--- src/rtl/core/cfc_pkg.sv ---
`timescale 1ns / 1ps
// Package for the text stream filter core: character codes, register indexes,
// numbering modes, configuration and job types. Depends on nothing.
package cfc_pkg;

   localparam int QUEUE_DEPTH = 4;
   localparam int CSR_INDEX_W = 3;
   localparam int CSR_DATA_W  = 8;

   localparam logic [7:0] CH_TAB    = 8'h09;
   localparam logic [7:0] CH_NL     = 8'h0A;
   localparam logic [7:0] CH_SPACE  = 8'h20;
   localparam logic [7:0] CH_DOLLAR = 8'h24;
   localparam logic [7:0] CH_DASH   = 8'h2D;
   localparam logic [7:0] CH_ZERO   = 8'h30;
   localparam logic [7:0] CH_QMARK  = 8'h3F;
   localparam logic [7:0] CH_I      = 8'h49;
   localparam logic [7:0] CH_M      = 8'h4D;
   localparam logic [7:0] CH_CARET  = 8'h5E;

   localparam logic [7:0] CTRL_LAST  = 8'd31;
   localparam logic [7:0] CH_DEL     = 8'd127;
   localparam logic [7:0] META_CTRL  = 8'd159;
   localparam logic [7:0] META_LAST  = 8'd254;
   localparam logic [7:0] CTRL_SHIFT = 8'd64;
   localparam logic [7:0] META_SHIFT = 8'd128;

   typedef enum logic [CSR_INDEX_W-1:0] {
      CSR_NUMBERING_MODE   = 3'd0,
      CSR_SQUEEZE_BLANK    = 3'd1,
      CSR_SHOW_ENDS        = 3'd2,
      CSR_SHOW_TABS        = 3'd3,
      CSR_SHOW_NONPRINTING = 3'd4
   } cfc_csr_index_type;

   typedef enum logic [1:0] {
      MODE_NONE     = 2'd0,
      MODE_ALL      = 2'd1,
      MODE_NONBLANK = 2'd2
   } cfc_mode_type;

   typedef struct packed {
      logic [1:0] numbering_mode;
      logic       squeeze_blank;
      logic       show_ends;
      logic       show_tabs;
      logic       show_nonprinting;
   } cfc_cfg_type;

   // Rendered bytes of one input word; chars[0] goes out first.
   typedef struct packed {
      logic             has_number;
      logic [2:0]       len;
      logic [3:0][7:0]  chars;
   } cfc_job_type;

   localparam int JOB_W = $bits(cfc_job_type);

endpackage

--- src/rtl/core/cfc_queue.sv ---
`timescale 1ns / 1ps
// Small register queue that decouples the classifier from the output sequencer.
// Depends on nothing.
module cfc_queue #(
   parameter int WIDTH = 8,
   parameter int DEPTH = 4
) (
   input  logic             clock,
   input  logic             reset,
   input  logic             push,
   input  logic [WIDTH-1:0] wdata,
   input  logic             pop,
   output logic [WIDTH-1:0] rdata,
   output logic             full,
   output logic             empty
);
   localparam int PTR_W = (DEPTH > 1) ? $clog2(DEPTH) : 1;
   localparam int CNT_W = $clog2(DEPTH + 1);

   logic [WIDTH-1:0] entry_ff [DEPTH];
   logic [PTR_W-1:0] wr_ptr_ff, wr_ptr_in;
   logic [PTR_W-1:0] rd_ptr_ff, rd_ptr_in;
   logic [CNT_W-1:0] count_ff, count_in;

   assign full  = (count_ff == CNT_W'(DEPTH));
   assign empty = (count_ff == '0);
   assign rdata = entry_ff[rd_ptr_ff];

   always_comb begin
      wr_ptr_in = wr_ptr_ff;
      rd_ptr_in = rd_ptr_ff;
      count_in  = count_ff;
      if (push) begin
         wr_ptr_in = (wr_ptr_ff == PTR_W'(DEPTH - 1)) ? '0 : PTR_W'(wr_ptr_ff + 1'b1);
      end
      if (pop) begin
         rd_ptr_in = (rd_ptr_ff == PTR_W'(DEPTH - 1)) ? '0 : PTR_W'(rd_ptr_ff + 1'b1);
      end
      if (push && !pop) begin
         count_in = CNT_W'(count_ff + 1'b1);
      end else if (pop && !push) begin
         count_in = CNT_W'(count_ff - 1'b1);
      end
   end

   always_ff @(posedge clock) begin
      if (reset) begin
         wr_ptr_ff <= '0;
         rd_ptr_ff <= '0;
         count_ff  <= '0;
      end else begin
         wr_ptr_ff <= wr_ptr_in;
         rd_ptr_ff <= rd_ptr_in;
         count_ff  <= count_in;
      end
   end

   always_ff @(posedge clock) begin
      if (push) begin
         entry_ff[wr_ptr_ff] <= wdata;
      end
   end

endmodule

--- src/rtl/core/cfc_front.sv ---
`timescale 1ns / 1ps
// Front end: accepts input words, tracks line state and the BCD line counter,
// and turns each unsqueezed word into a job for the queue. Depends on cfc_pkg.
module cfc_front import cfc_pkg::*; #(
   parameter int NUMBER_DIGITS = 6
) (
   input  logic                         clock,
   input  logic                         reset,
   input  cfc_cfg_type                  cfg,
   input  logic                         req_valid,
   input  logic                         q_full,
   input  logic [7:0]                   req_in_byte,
   output logic                         push,
   output cfc_job_type                  job,
   output logic [4*NUMBER_DIGITS-1:0]   digits
);
   localparam int CNT_W = 4 * NUMBER_DIGITS;

   logic             at_start_ff, at_start_in;
   logic             prev_blank_ff, prev_blank_in;
   logic             cur_blank_ff, cur_blank_in;
   logic [CNT_W-1:0] count_ff, count_in;

   logic accept, is_nl, is_tab, squeeze, number, all_mode, nb_mode, nonprint;
   logic all_nines, carry;
   logic [CNT_W-1:0] count_inc;
   logic [3:0] d;

   assign accept = req_valid && !q_full;
   assign is_nl  = (req_in_byte == CH_NL);
   assign is_tab = (req_in_byte == CH_TAB);
   assign squeeze = is_nl && cur_blank_ff && prev_blank_ff && cfg.squeeze_blank;
   assign push   = accept && !squeeze;
   assign digits = count_ff;

   always_comb begin
      all_mode = 1'b0;
      nb_mode  = 1'b0;
      case (cfg.numbering_mode)
         MODE_NONE: ;
         MODE_ALL:  all_mode = 1'b1;
         default:   nb_mode  = 1'b1;
      endcase
   end

   assign number = at_start_ff && (all_mode || (nb_mode && !is_nl));
   assign nonprint = cfg.show_nonprinting &&
                     ((req_in_byte <= CTRL_LAST && !is_tab && !is_nl) ||
                      req_in_byte >= CH_DEL);

   always_comb begin
      all_nines = 1'b1;
      carry     = 1'b1;
      count_inc = count_ff;
      d         = '0;
      for (int i = 0; i < NUMBER_DIGITS; i++) begin
         if (count_ff[4*i +: 4] != 4'd9) begin
            all_nines = 1'b0;
         end
      end
      for (int i = 0; i < NUMBER_DIGITS; i++) begin
         d = count_ff[4*i +: 4];
         if (carry) begin
            count_inc[4*i +: 4] = (d >= 4'd9) ? 4'd0 : 4'(d + 4'd1);
         end
         carry = carry && (d >= 4'd9);
      end
      if (all_nines) begin
         count_inc = count_ff;
      end
   end

   always_comb begin
      job            = '0;
      job.has_number = number;
      job.len        = 3'd1;
      job.chars[0]   = req_in_byte;
      if (nonprint) begin
         if (req_in_byte <= CTRL_LAST) begin
            job.len      = 3'd2;
            job.chars[0] = CH_CARET;
            job.chars[1] = 8'(req_in_byte + CTRL_SHIFT);
         end else if (req_in_byte == CH_DEL) begin
            job.len      = 3'd2;
            job.chars[0] = CH_CARET;
            job.chars[1] = CH_QMARK;
         end else begin
            job.chars[0] = CH_M;
            job.chars[1] = CH_DASH;
            if (req_in_byte <= META_CTRL) begin
               job.len      = 3'd4;
               job.chars[2] = CH_CARET;
               job.chars[3] = 8'(req_in_byte - CTRL_SHIFT);
            end else if (req_in_byte <= META_LAST) begin
               job.len      = 3'd3;
               job.chars[2] = 8'(req_in_byte - META_SHIFT);
            end else begin
               job.len      = 3'd4;
               job.chars[2] = CH_CARET;
               job.chars[3] = CH_QMARK;
            end
         end
      end else if (cfg.show_tabs && is_tab) begin
         job.len      = 3'd2;
         job.chars[0] = CH_CARET;
         job.chars[1] = CH_I;
      end else if (cfg.show_ends && is_nl) begin
         job.len      = 3'd2;
         job.chars[0] = CH_DOLLAR;
         job.chars[1] = CH_NL;
      end
   end

   always_comb begin
      at_start_in   = at_start_ff;
      prev_blank_in = prev_blank_ff;
      cur_blank_in  = cur_blank_ff;
      count_in      = count_ff;
      if (push) begin
         if (is_nl) begin
            if (cur_blank_ff) begin
               prev_blank_in = 1'b1;
            end else begin
               prev_blank_in = 1'b0;
               cur_blank_in  = 1'b1;
            end
         end else begin
            cur_blank_in = 1'b0;
         end
         if (number) begin
            count_in    = count_inc;
            at_start_in = 1'b0;
         end
         if (is_nl) begin
            at_start_in = 1'b1;
         end
      end
   end

   always_ff @(posedge clock) begin
      if (reset) begin
         at_start_ff   <= 1'b1;
         prev_blank_ff <= 1'b0;
         cur_blank_ff  <= 1'b1;
         count_ff      <= CNT_W'(1);
      end else begin
         at_start_ff   <= at_start_in;
         prev_blank_ff <= prev_blank_in;
         cur_blank_ff  <= cur_blank_in;
         count_ff      <= count_in;
      end
   end

endmodule

--- src/rtl/core/cfc_back.sv ---
`timescale 1ns / 1ps
// Back end: walks the job at the queue head and sends one rendered word per
// cycle while rsp_stall is low, through the output register. Depends on cfc_pkg.
module cfc_back import cfc_pkg::*; #(
   parameter int NUMBER_DIGITS = 6
) (
   input  logic                         clock,
   input  logic                         reset,
   input  logic                         q_empty,
   input  cfc_job_type                  head_job,
   input  logic [4*NUMBER_DIGITS-1:0]   head_digits,
   output logic                         pop,
   output logic                         rsp_valid,
   input  logic                         rsp_stall,
   output logic [7:0]                   rsp_out_byte,
   output logic                         rsp_last_of_run
);
   localparam int PW   = $clog2(NUMBER_DIGITS + 6);
   localparam int DI_W = (NUMBER_DIGITS > 1) ? $clog2(NUMBER_DIGITS) : 1;

   logic [PW-1:0] pos_ff, pos_in;
   logic          seen_ff, seen_in;
   logic          valid_ff, valid_in;
   logic [7:0]    byte_ff, byte_in;
   logic          last_ff, last_in;

   logic            out_ready, take, last, seen_next;
   logic [PW-1:0]   sel, rel;
   logic [DI_W-1:0] didx;
   logic [3:0]      d;

   assign out_ready = !valid_ff || !rsp_stall;
   assign take      = out_ready && !q_empty;
   assign sel = head_job.has_number ? pos_ff : PW'(pos_ff + PW'(NUMBER_DIGITS + 1));
   assign last = (sel == PW'(PW'(NUMBER_DIGITS) + PW'(head_job.len)));
   assign rel  = PW'(sel - PW'(NUMBER_DIGITS + 1));
   assign didx = DI_W'(PW'(NUMBER_DIGITS - 1) - sel);
   assign pop  = take && last;

   always_comb begin
      d = head_digits[4*didx +: 4];
      if (d > 4'd9) begin
         d = 4'd9;
      end
      seen_next = seen_ff || (d != 4'd0);
      if (sel < PW'(NUMBER_DIGITS)) begin
         byte_in = (!seen_next && didx != '0) ? CH_SPACE : (CH_ZERO | {4'd0, d});
      end else if (sel == PW'(NUMBER_DIGITS)) begin
         byte_in = CH_TAB;
      end else begin
         byte_in = head_job.chars[rel[1:0]];
      end
   end

   always_comb begin
      pos_in   = pos_ff;
      seen_in  = seen_ff;
      valid_in = valid_ff;
      last_in  = last;
      if (out_ready) begin
         valid_in = take;
      end
      if (take) begin
         if (last) begin
            pos_in  = '0;
            seen_in = 1'b0;
         end else begin
            pos_in  = PW'(pos_ff + 1'b1);
            seen_in = seen_next;
         end
      end
   end

   always_ff @(posedge clock) begin
      if (reset) begin
         pos_ff   <= '0;
         seen_ff  <= 1'b0;
         valid_ff <= 1'b0;
      end else begin
         pos_ff   <= pos_in;
         seen_ff  <= seen_in;
         valid_ff <= valid_in;
      end
   end

   always_ff @(posedge clock) begin
      if (take) begin
         byte_ff <= byte_in;
         last_ff <= last_in;
      end
   end

   assign rsp_valid       = valid_ff;
   assign rsp_out_byte    = byte_ff;
   assign rsp_last_of_run = last_ff;

endmodule

--- src/rtl/core/text_stream_cat_filter_core.sv ---
`timescale 1ns / 1ps
// Top level of the text stream filter: configuration registers, front end,
// job queue and back end. Depends on cfc_pkg, cfc_front, cfc_queue, cfc_back.
//
//   channel   direction  handshake          payload
//   req_      in         valid / stall      in_byte
//   rsp_      out        valid / stall      out_byte, last_of_run
//   csr_      in         valid / ready      index, data
//
// A plain word is taken every cycle while req_stall is low; its rendering goes through
// the job queue and the output register. A numbered line start adds NUMBER_DIGITS + 1
// words and a shown control or high byte up to four, all sent by the back end one per
// cycle while rsp_stall is low; the four-entry job queue stalls the input once it fills.
// A squeezed newline is taken and gives no word. Reset is synchronous.
module text_stream_cat_filter_core import cfc_pkg::*; #(
   parameter int NUMBER_DIGITS = 6
) (
   input  logic                    clock,
   input  logic                    reset,
   input  logic                    req_valid,
   output logic                    req_stall,
   input  logic [7:0]              req_in_byte,
   output logic                    rsp_valid,
   input  logic                    rsp_stall,
   output logic [7:0]              rsp_out_byte,
   output logic                    rsp_last_of_run,
   input  logic                    csr_valid,
   output logic                    csr_ready,
   input  logic [CSR_INDEX_W-1:0]  csr_index,
   input  logic [CSR_DATA_W-1:0]   csr_data
);
   localparam int DIG_W = 4 * NUMBER_DIGITS;
   localparam int Q_W   = DIG_W + JOB_W;

   cfc_cfg_type cfg_ff, cfg_in;

   logic             q_push, q_pop, q_full, q_empty;
   cfc_job_type      f_job, h_job;
   logic [DIG_W-1:0] f_digits, h_digits;
   logic [Q_W-1:0]   q_rdata;

   assign csr_ready = 1'b1;
   assign req_stall = q_full;

   always_comb begin
      cfg_in = cfg_ff;
      if (csr_valid && csr_ready) begin
         case (csr_index)
            CSR_NUMBERING_MODE:   cfg_in.numbering_mode   = csr_data[1:0];
            CSR_SQUEEZE_BLANK:    cfg_in.squeeze_blank    = csr_data[0];
            CSR_SHOW_ENDS:        cfg_in.show_ends        = csr_data[0];
            CSR_SHOW_TABS:        cfg_in.show_tabs        = csr_data[0];
            CSR_SHOW_NONPRINTING: cfg_in.show_nonprinting = csr_data[0];
            default: ;
         endcase
      end
   end

   always_ff @(posedge clock) begin
      if (reset) begin
         cfg_ff <= '0;
      end else begin
         cfg_ff <= cfg_in;
      end
   end

   cfc_front #(.NUMBER_DIGITS(NUMBER_DIGITS)) u_front (
      .clock       (clock),
      .reset       (reset),
      .cfg         (cfg_ff),
      .req_valid   (req_valid),
      .q_full      (q_full),
      .req_in_byte (req_in_byte),
      .push        (q_push),
      .job         (f_job),
      .digits      (f_digits)
   );

   cfc_queue #(.WIDTH(Q_W), .DEPTH(QUEUE_DEPTH)) u_queue (
      .clock (clock),
      .reset (reset),
      .push  (q_push),
      .wdata ({f_digits, f_job}),
      .pop   (q_pop),
      .rdata (q_rdata),
      .full  (q_full),
      .empty (q_empty)
   );

   assign h_digits = q_rdata[Q_W-1:JOB_W];
   assign h_job    = q_rdata[JOB_W-1:0];

   cfc_back #(.NUMBER_DIGITS(NUMBER_DIGITS)) u_back (
      .clock           (clock),
      .reset           (reset),
      .q_empty         (q_empty),
      .head_job        (h_job),
      .head_digits     (h_digits),
      .pop             (q_pop),
      .rsp_valid       (rsp_valid),
      .rsp_stall       (rsp_stall),
      .rsp_out_byte    (rsp_out_byte),
      .rsp_last_of_run (rsp_last_of_run)
   );

   a_no_push_full: assert property (@(posedge clock) disable iff (reset)
      !(q_push && q_full)) else $error("job pushed into a full queue");

   a_no_pop_empty: assert property (@(posedge clock) disable iff (reset)
      !(q_pop && q_empty)) else $error("job popped from an empty queue");

   a_push_fills: assert property (@(posedge clock) disable iff (reset)
      q_push |=> !q_empty) else $error("pushed job not visible in the queue");

   a_reset_idle: assert property (@(posedge clock)
      reset |=> !rsp_valid) else $error("output word valid right after reset");

endmodule
--- config.mk ---
export PLATFORM = sky130hd
export DESIGN_NAME = text_stream_cat_filter_core
export DESIGN_NICKNAME = d
export VERILOG_FILES = /design/src/rtl/core/cfc_pkg.sv /design/src/rtl/core/cfc_queue.sv /design/src/rtl/core/cfc_front.sv /design/src/rtl/core/cfc_back.sv /design/src/rtl/core/text_stream_cat_filter_core.sv
export SDC_FILE = /design/constraint.sdc
export NUM_CORES = 1
export LEC_CHECK = 0
export BUFFER_PORTS_ARGS = -buffer_cell sky130_fd_sc_hd__buf_2
export CORE_ASPECT_RATIO = 0.8
export CORE_MARGIN = 5
export CORE_UTILIZATION = 60
export DETAILED_ROUTE_END_ITERATION = 8
export PLACE_DENSITY = 0.77
export SLEW_MARGIN = 25
export SYNTH_ARGS = -nofsm -noshare
export SYNTH_HDL_FRONTEND = slang
export SYNTH_SLANG_ARGS = --single-unit
--- constraint.sdc ---
create_clock -name clock -period 6 [get_ports clock]
set_clock_uncertainty 0.05 [all_clocks]
set_input_delay 0.3 -clock clock [delete_from_list [all_inputs] [get_ports clock]]
set_output_delay 0.3 -clock clock [all_outputs]
set_load 0.02 [all_outputs]
**Yosys cells after proc, flatten, opt, wreduce, memory -nomap -nowiden**

Memory sizes are Yosys's and may differ from the RTL's. A register that Yosys moved wholly into a read port is not among the register bits.
Cells that the tools add are included.

- Flip-flop bits (word level): 55
- Bits in writable memories: 240
- Word-level logic and storage cells: 183
- Memories: 1

Memory list:

| name | depth | width | read ports | clocked after memory_dff | wr ports | RTL line | RTL |
|---|---|---|---|---|---|---|---|
| u_queue.entry_ff | 4 | 60 | 1 | 1 | 1 | cfc_queue.sv:20 | `logic [WIDTH-1:0] entry_ff [DEPTH];` |

- Add/sub/neg operators: 18
- Magnitude comparators: 13
- Eq/ne operators: 19
- Shifts and indexed selects: 1
- Multiplexer cells: 52
- Bitwise gates (word level): 1
- Reductions and logical operators: 56

Operator list:

| cell | count |
|---|---|
| $mux W16 | 6 |
| $mux W4 | 9 |
| $mux W8 | 4 |
| $add A4 B1 Y4 const B | 7 |
| $ge A4 B4 Y1 const B | 6 |
| $ne A4 B4 Y1 const B | 6 |
| $shiftx A24 B6 Y4 | 1 |
| $logic_and A1 B1 Y1 | 21 |
| $mux W3 | 7 |
| $reduce_and A4 Y1 | 5 |
| $mux W19 | 1 |
| $bmux W8 S2 | 1 |
| $eq A8 B4 Y1 const B | 2 |
| $le A8 B8 Y1 const B | 2 |
| $mux W1 | 15 |
| $reduce_and A2 Y1 | 7 |
| $mux W13 | 1 |
| $mux W12 | 1 |
| $logic_not A1 Y1 | 10 |
| $mux W2 | 5 |
| $add A8 B7 Y8 const B | 1 |
| $eq A8 B7 Y1 const B | 1 |
| $ge A8 B7 Y1 const B | 1 |
| $le A8 B5 Y1 const B | 1 |
| 30 further kinds | 39 |

**Depth between registers and ports, before layout**

Gate-level depths: netlist of run 1.

- Depth in word-level cells: 12
- Gate-level depth with buffers: 19
- Mapped depth without buffers: 13

**Modules after synthesis**

Synthesis of run 1 repeated with hierarchy kept, for this count alone.

- Cell total of the unflattened synthesis: 821
- Area, all modules: 13,213.9 µm²

Modules (own cells, without submodules):

| module | instances | cells each | area an instance (µm²) | sequential area each (µm²) |
|---|---|---|---|---|
| cfc_queue | 1 | 358 | 9,163.8 | 7,387.1 |
| cfc_front | 1 | 296 | 2,282.2 | 540.5 |
| cfc_back | 1 | 140 | 1,468.9 | 390.4 |
| text_stream_cat_filter_core | 1 | 27 | 299.0 | 120.1 |

**Least setup slack after synthesis of run 1**

No wires, ideal clock.

- Path kind: reg2reg
- From: register (tool-made name)
- To: register u_queue.count_ff[2]
- Setup time: 0.070 ns
- Arrival: 4.304 ns
- Required time: 5.880 ns
- Path slack: 1.576 ns
- Cell stages (with the launch flop): 19
- Path buffers: 6
- Clock period less this slack: 4.424 ns
- Cell sequence: dfxtp_1 buf_6 buf_2 buf_2 buf_2 buf_2 mux4_2 inv_1 ha_1 xnor3_1 a211o_1 or2_1 clkbuf_1 ha_1 inv_1 fa_1 xor2_1 or3_1 a21oi_1

RTL lines:

| element | RTL line | RTL |
|---|---|---|
| to (signal assigned) | cfc_queue.sv:54 | `count_ff <= count_in;` |
| to (decl) | cfc_queue.sv:23 | `logic [CNT_W-1:0] count_ff, count_in;` |

**Worst setup path after layout of run 1**

- From: register u_back.pos_ff[0]
- To: register u_back.byte_ff[4], in the netlist u_back.rsp_out_byte[4], data pin

- Longest elaborated chain between the ends: 12
- Elaborated cells between the ends (all ways): 19
- Those cells by class: 3 x add/sub; 2 x order compare; 1 x eq/ne; 1 x shift; 7 x mux; 5 x reduce/logical

Ends and longest elaborated chain:

| element | RTL line | RTL |
|---|---|---|
| from (decl) | cfc_back.sv:21 | `logic [PW-1:0] pos_ff, pos_in;` |
| from (signal assigned) | cfc_back.sv:80 | `pos_ff <= pos_in;` |
| $add A4 B3 Y4 | cfc_back.sv:34 | `assign sel = head_job.has_number ? pos_ff : PW'(pos_ff + PW'(NUMBER_DIGITS + 1));` |
| $mux W4 (*) | cfc_back.sv:34 |  |
| $sub A3 B3 Y3 | cfc_back.sv:37 | `assign didx = DI_W'(PW'(NUMBER_DIGITS - 1) - sel);` |
| $shiftx A24 B6 Y4 | cfc_back.sv:41 | `d = head_digits[4*didx +: 4];` |
| $gt A4 B4 Y1 | cfc_back.sv:42 | `if (d > 4'd9) begin` |
| $mux W4 | cfc_back.sv:42 |  |
| $reduce_bool A4 Y1 | cfc_back.sv:45 | `seen_next = seen_ff \|\| (d != 4'd0);` |
| $logic_or A1 B1 Y1 | cfc_back.sv:45 |  |
| $logic_not A1 Y1 | cfc_back.sv:47 | `byte_in = (!seen_next && didx != '0) ? CH_SPACE : (CH_ZERO \| {4'd0, d});` |
| $logic_and A1 B1 Y1 | cfc_back.sv:47 |  |
| $mux W5 | cfc_back.sv:47 |  |
| $mux W8 (*) | cfc_back.sv:46 | `if (sel < PW'(NUMBER_DIGITS)) begin` |
| net u_back.byte_in[4] | cfc_back.sv:24 | `logic [7:0] byte_ff, byte_in;` |
| to (signal assigned) | cfc_back.sv:88 | `byte_ff <= byte_in;` |
| to (decl) | cfc_back.sv:24 |  |

The timed path passes the listed nets; every way through them passes the cells marked *. The select of a mux whose other input is x is not followed.
A chain may end at the register's enable or synchronous reset.

==> results.md, run 1 <==
* Max Slew Vio Count at 0
* Placed insts at roughly 1,100
* #FFs+latches synth at 297
* CTS max path bufs at 3
* GR Overflow Total at 0
* # clock sinks at around 300
* First-pass GRT wire length at 41,500 microns
* Worst setup EP type: register
* FMAX at 0.227 GHz
* Routed Antenna Nets at 0
* YS warnings at 0
* Buffers added on ports at 28
* Outcome: finished, final reports clean
* Gate Count Post-Synth at 865
* Die X at 175 microns
* Post-synthesis async set-or-reset flop share at 0%
* Most common cell after layout, fill and taps aside: edfxtp_1
* Critical Path AT at roughly 4.6 ns
* Max FO, Critical Path at 17
* Final hold slack at between 0.03 and 0.04 ns
* Cell area power density at between 400 and 500 nW/um^2
* RSZ-0062 raised after global routing: no
* CP required at between 6 and 7 ns
* Vias in the first global route at 7,230
* Worst slew pin tran at roughly 1 ns
* I/O Pins at 36
* Core area at ~22,000 sq um
* Die Height at ~140 microns
* Count of different cell masters after synthesis at 73
* Post-Syn Area at 13,100 sq um
* Postcts setup bufs at 0
* Final TNS setup at 0 ns
* DRT Wirelength at approximately 26,000 microns
* Die ar. at ~25,000 sq um
* Commonest cells after routing, fill and taps aside: edfxtp_1 (249), mux4_2 (63), nand2_1 (62)
* Detailed Route Iter0 Violations at ~860
* Final Cycle Share at 73.3%
* CTS tree: yes
* Root Driver: clkbuf_16
* CTS Buf Count at 29
* Antenna violations before repair at 0
* Hold/Removal Path Class: primary input to register
* Hold buffer count at CTS at 2
* Kind of critical path: register to register
* Slew Limit Headroom at between 30 and 40%
* Drt first pass iters at 6
* Antenna fix cells at 0
* Final nets at between 900 and 1,000
* FP Rows at between 40 and 50
* Initial Utilization at 60.8%
* Area grow syn2layout at 10.9%
* Resize count post-CTS at 0
* Minimum clock period after layout at roughly 4.4 ns
* Setup Viol. Count Final at 0
* Post-synthesis sequential area ratio at about 65%
* IR drop worst, VDD at 299 uV
* CP Launch Type: register
* Post-detail-place hpwl at about 17,000 microns
* Layout cell share with drive strength beyond 1 at about a fifth
* Worst-skew pair later-pin latency at 0.54 ns
* Residual DRC at 0
* Avg Inst Size Synth at about 15 sq um
* Final Instance Count excl. Fillers at around 1,200
* Routability Congestion at approximately 0.9
* Max-cap check violation count at 0
* Avg Vias per Cell at about 6.3
* Fin. Hold Viols at 0
* Post-synth top flop: edfxtp_1
* Via count at 7,469
* Pin count of the biggest net entering global routing at 52
* Post-synth EDFFs at 249
* Drt wl/cell at 21.8 microns
* Number of H-tree levels at 1
* LEAKAGE at ~0.005 uW
* GRT Total Usage at between 20% and 30%
* Clock Pin Slew Worst Setup and Hold Paths at approximately 0.07 ns
report_power, final:
part / total (uW) / internal, uW / leakage, uW / switching, uW
combinational: 1720 / 718 / 0.00178 / 1000
clock: 1910 / 1150 / 0.000497 / 768
sequential: 2620 / 2510 / 0.00275 / 110
flip-flops by register name, indices dropped and copies added, names as in the netlist, named ones only:
signal and cells:
u_back.rsp_valid 1, u_front.digits 24, u_queue.entry_ff 240, u_back.pos_ff 4
u_back.rsp_last_of_run 1, u_queue.count_ff 3, u_queue.wr_ptr_ff 2, u_front.cur_blank_ff 1
u_front.prev_blank_ff 1, u_queue.rd_ptr_ff 2, u_back.rsp_out_byte 8, cfg_ff 6
u_front.at_start_ff 1, u_back.seen_ff 1
cell usage after synthesis, drive strengths merged (3+ instances only):
| cell type | count | area (sq um) |
|---|---|---|
| nor2 | 55 | 206 |
| nand4 | 7 | 43.8 |
| a21oi | 39 | 199 |
| inv | 34 | 128 |
| mux2i | 34 | 353 |
| edfxtp | 249 | 7480 |
| a21boi | 3 | 22.5 |
| mux2 | 4 | 45.0 |
| and4b | 3 | 30.0 |
| xor2 | 8 | 70.1 |
| nor3 | 22 | 110 |
| a211oi | 3 | 22.5 |
| nand2 | 63 | 239 |
| a41oi | 9 | 78.8 |
| nor3b | 3 | 22.5 |
| dfxtp | 48 | 961 |
| ha | 34 | 425 |
| o21ai | 15 | 75.1 |
| clkbuf | 28 | 105 |
| o21a | 8 | 60.1 |
| o31ai | 3 | 22.5 |
| a22o | 3 | 26.3 |
| buf | 13 | 76.3 |
| mux4 | 63 | 1420 |
| nand3 | 17 | 85.1 |
| nand2b | 7 | 43.8 |
| and3 | 6 | 37.5 |
| a31oi | 5 | 31.3 |
| nor2b | 7 | 43.8 |
| xnor2 | 8 | 88.8 |
| or3 | 5 | 36.3 |
| and2 | 10 | 62.6 |
| nand4b | 6 | 52.6 |
| o22a | 3 | 26.3 |
worst max-delay path: stages (launching register included):
cell and delay [ns]:
dfxtp_1 0.71, clkinv_1 0.50, ha_1 0.80, mux2i_4 0.17, ha_1 0.46, inv_1 0.16, o221ai_1 0.13, a22oi_1 0.19
a21oi_1 0.11, or4b_1 0.60, o22a_1 0.25
cells by family (layout without fill, tap and decap cells):
kind of cell / Yosys count / in the layout / share of synthesized area (%)
AOI/OAI and AO/OA: 110 / 110 / 5.51
other: 2 / 5 / 0.0574
adders and majority gates: 35 / 35 / 3.41
xor gates and xnor gates: 17 / 17 / 1.39
muxes: 101 / 101 / 13.9
DFF: 297 / 297 / 64.5
and+or+nand+nor: 226 / 226 / 8.77
buffers and inverters: 77 / 127 / 2.42
final timing paths:
kind,start,slack [ns],to,cells after the start
worst min-delay path,csr_data[0],0.03,cfg_ff[1],3
worst max register to register,u_back.pos_ff[0],1.60,u_back.rsp_out_byte[4],10
worst min register to register,u_back.rsp_valid,0.42,u_back.rsp_valid,2
worst max-delay path,u_back.pos_ff[0],1.60,u_back.rsp_out_byte[4],10
stage by stage:
| step | instance area (sq um) | setup slack (ns) | util, % | total power [uW] |
|---|---|---|---|---|
| floorplan | 13100 | 1.58 | - | 3900 |
| CTS | 14500 | 1.66 | 67.4 | 6270 |
| global route | 14500 | 1.34 | 67.5 | 6550 |
| global placement | 13500 | 1.73 | 62.6 | 4310 |
| finish | 14500 | 1.60 | 67.5 | 6260 |
| detailed placement | 13500 | 1.71 | 62.6 | 4350 |
metal layers:
metal	share of wire, %	up-vias	global-route usage [%]
met4	2.0	0	4.30
met2	45	318	32.1
met1	45	3713	33.8
met3	7.8	37	4.12
met5	0	-	0
li1	-	3401	-
layout make-up:
type / count / area, sq um
multi-input cells: 494 / 4340
clock buffers: 35 / 778
clock inverters: 18 / 245
fillers: 1407 / 7000
flip-flops and latches: 297 / 8440
inverters: 36 / 135
well taps: 275 / 344
repair buffers: 38 / 220
Note: power is estimated with default switching activity, not from simulation.
==> run 2, diff against run 1 <==
Settings changed: CORE_UTILIZATION 60 to 56, PLACE_DENSITY 0.77 to 0.76.
Clock period 6 ns to 4.04 ns, I/O delays scaled along.
==> run 2 against run 1 <==
Compared with the run above: final cell count up 4.5%; non-clock buffer count grew 17; via count is 3.1% higher; register-to-register slack worse by 1.2 ns; final area increased by 1.6%; critical path type unchanged; sequential cell count unchanged.
==> results.md, run 2 (same netlist as run 1, synthesis figures left out) <==
* CTS max path bufs at 3
* Die Height at about 150 microns
* Clk pwr share at between 30% and 40%
* Via count at slightly below 8,000
* Worst r2r src: u_back.pos_ff[1]
* Worst-skew pair later-pin latency at approximately 0.53 ns
* Routed Antenna Nets at 0
* Combinational cell fraction of total power at 28.9%
* Max FO, Critical Path at 13
* Drt wl/cell at between 20 and 25 microns
* Outcome: finished, final reports clean
* Design Power at between 9000 and 10,000 uW
* Buffers added on ports at 28
* Most common cell after layout, fill and taps aside: edfxtp_1
* Number of H-tree levels at 1
* Setup Viol. Count Final at 0
* P_int at around 6600 uW
* Kind of critical path: register to register
* Avg Vias per Cell at roughly 6.2
* Fin. Hold Viols at 0
* P_sw at approximately 2800 uW
* Resize count post-CTS at 0
* Final TNS setup at 0 ns
* Initial Utilization at about 56%
* R2R Setup Slk at approximately 0.36 ns
* Max-cap check violation count at 0
* Hold/Removal Path Class: primary input to register
* Area grow syn2layout at 12.7%
* Drt first pass iters at 5
* CP required at between 4 and 5 ns
* Antenna fix cells at 0
* Worst Setup SP: u_back.pos_ff[1]
* Layout cell share with drive strength beyond 1 at about a fifth
* Hold Crit Start: req_valid
* GR Overflow Total at 0
* Pin count of the biggest net entering global routing at 46
* Minimum clock period after layout at 3.68 ns
* Worst slew pin tran at 0.973 ns
* Final Cycle Share at ~91%
* Sw frac at between 20% and 30%
* Post-detail-place hpwl at 17,700 microns
* GRT Total Usage at approximately a fifth
* Worst setup EP type: register
* FP Rows at 50
* Routability Congestion at roughly 0.84
* Die X at 181 microns
* First-pass GRT wire length at roughly 43,000 microns
* Vias in the first global route at around 7,500
* Slew Limit Headroom at between 30% and 40%
* Final nets at approximately 1,000
* CTS tree: yes
* Sequential share of power at 41.0%
* CTS Buf Count at 29
* Root Driver: clkbuf_16
* CP Launch Type: register
* RSZ-0062 raised after global routing: no
* LEAKAGE at 0.00513 uW
* Antenna violations before repair at 0
* Max Slew Vio Count at 0
* Largest Register: u_queue.entry_ff
* Detailed Route Iter0 Violations at between 700 and 800
* IR drop worst, VDD at around 410 uV
* Critical Path AT at between 3 and 4 ns
* Core area at between 20,000 and 25,000 sq um
* DRT Wirelength at approximately 27,000 microns
* I/O Pins at 36
* Max FFs per register at between 200 and 250
* Commonest cells after routing, fill and taps aside: edfxtp_1 (249), mux4_2 (63), nand2_1 (62)
* Clock Pin Slew Worst Setup and Hold Paths at roughly 0.07 ns
* Residual DRC at 0
* Layout filler cell count at between 1,500 and 2,000
* # clock sinks at between 200 and 300
* Die ar. at about 27,000 sq um
* FMAX at between 0.2 and 0.3 GHz
* Cell area power density at 635 nW/um^2
## run 2: what timing repair did
| item | CTS | global route |
|---|---|---|
| hold endpoints to repair | 7 | 0 |
| setup buffers | 0 | 0 |
| hold buffers | 3 | 0 |
## run 2: worst paths after layout
path                                  to  cells after the start
hold / removal      u_front.cur_blank_ff                      3
setup reg to reg  u_back.rsp_out_byte[4]                     10
hold reg to reg         u_back.rsp_valid                      2
setup / recovery  u_back.rsp_out_byte[4]                     10
## run 2: critical path: stages (launching register included)
cell	delay, ns
dfxtp_1	0.34
clkinv_1	0.26
ha_1	0.73
mux2i_4	0.19
ha_1	0.47
inv_1	0.16
o221ai_1	0.12
a22oi_1	0.19
a21oi_1	0.11
or4b_1	0.59
o22a_1	0.22
## run 2: final cells by class
type                    count  area [sq um]  share of cell area [%]
inverters                  36           135                   0.917
clock inverters            17           225                    1.53
flip-flops and latches    297          8440                    57.3
clock buffers              36           782                    5.31
well taps                 312           390                    2.65
multi-input cells         494          4330                    29.4
repair buffers             55           425                    2.89
## run 2: stage by stage
stage / setup slack [ns] / std cells / util (%) / hold slack (ns) / cell area (sq um)
6_report: 0.364 / 1247 / 63.5 / 0.0245 / 14700
5_1_grt: 0.116 / 1247 / 63.5 / 0.0381 / 14700
4_1_cts: 0.403 / 1247 / 63.5 / 0.00610 / 14700
3_5_place_dp: 0.424 / 1191 / 59.0 / 0.394 / 13700
3_3_place_gp: 0.442 / 1191 / 59.0 / 0.387 / 13700
2_1_floorplan: 0.0131 / 868 / - / 0.296 / 13100
## run 2: power by group through the flow
stage                     clock network (uW)  registers [uW]  logic [uW]
after CTS                               2860            3840        2700
after global routing                    3000            3870        2920
after detailed placement                   0            3900        2690
after floorplan                            0            3940        1850
final                                   2810            3840        2710
after global placement                     0            3880        2640
## run 2: routing by layer
metal / global-route usage, % / vias up / part of all wire, %
met4: 3.82 / 0 / 1.6
li1: - / 3440 / -
met1: 31.1 / 3905 / 44
met2: 31.9 / 315 / 46
met3: 3.56 / 39 / 8.2
met5: 0 / - / 0
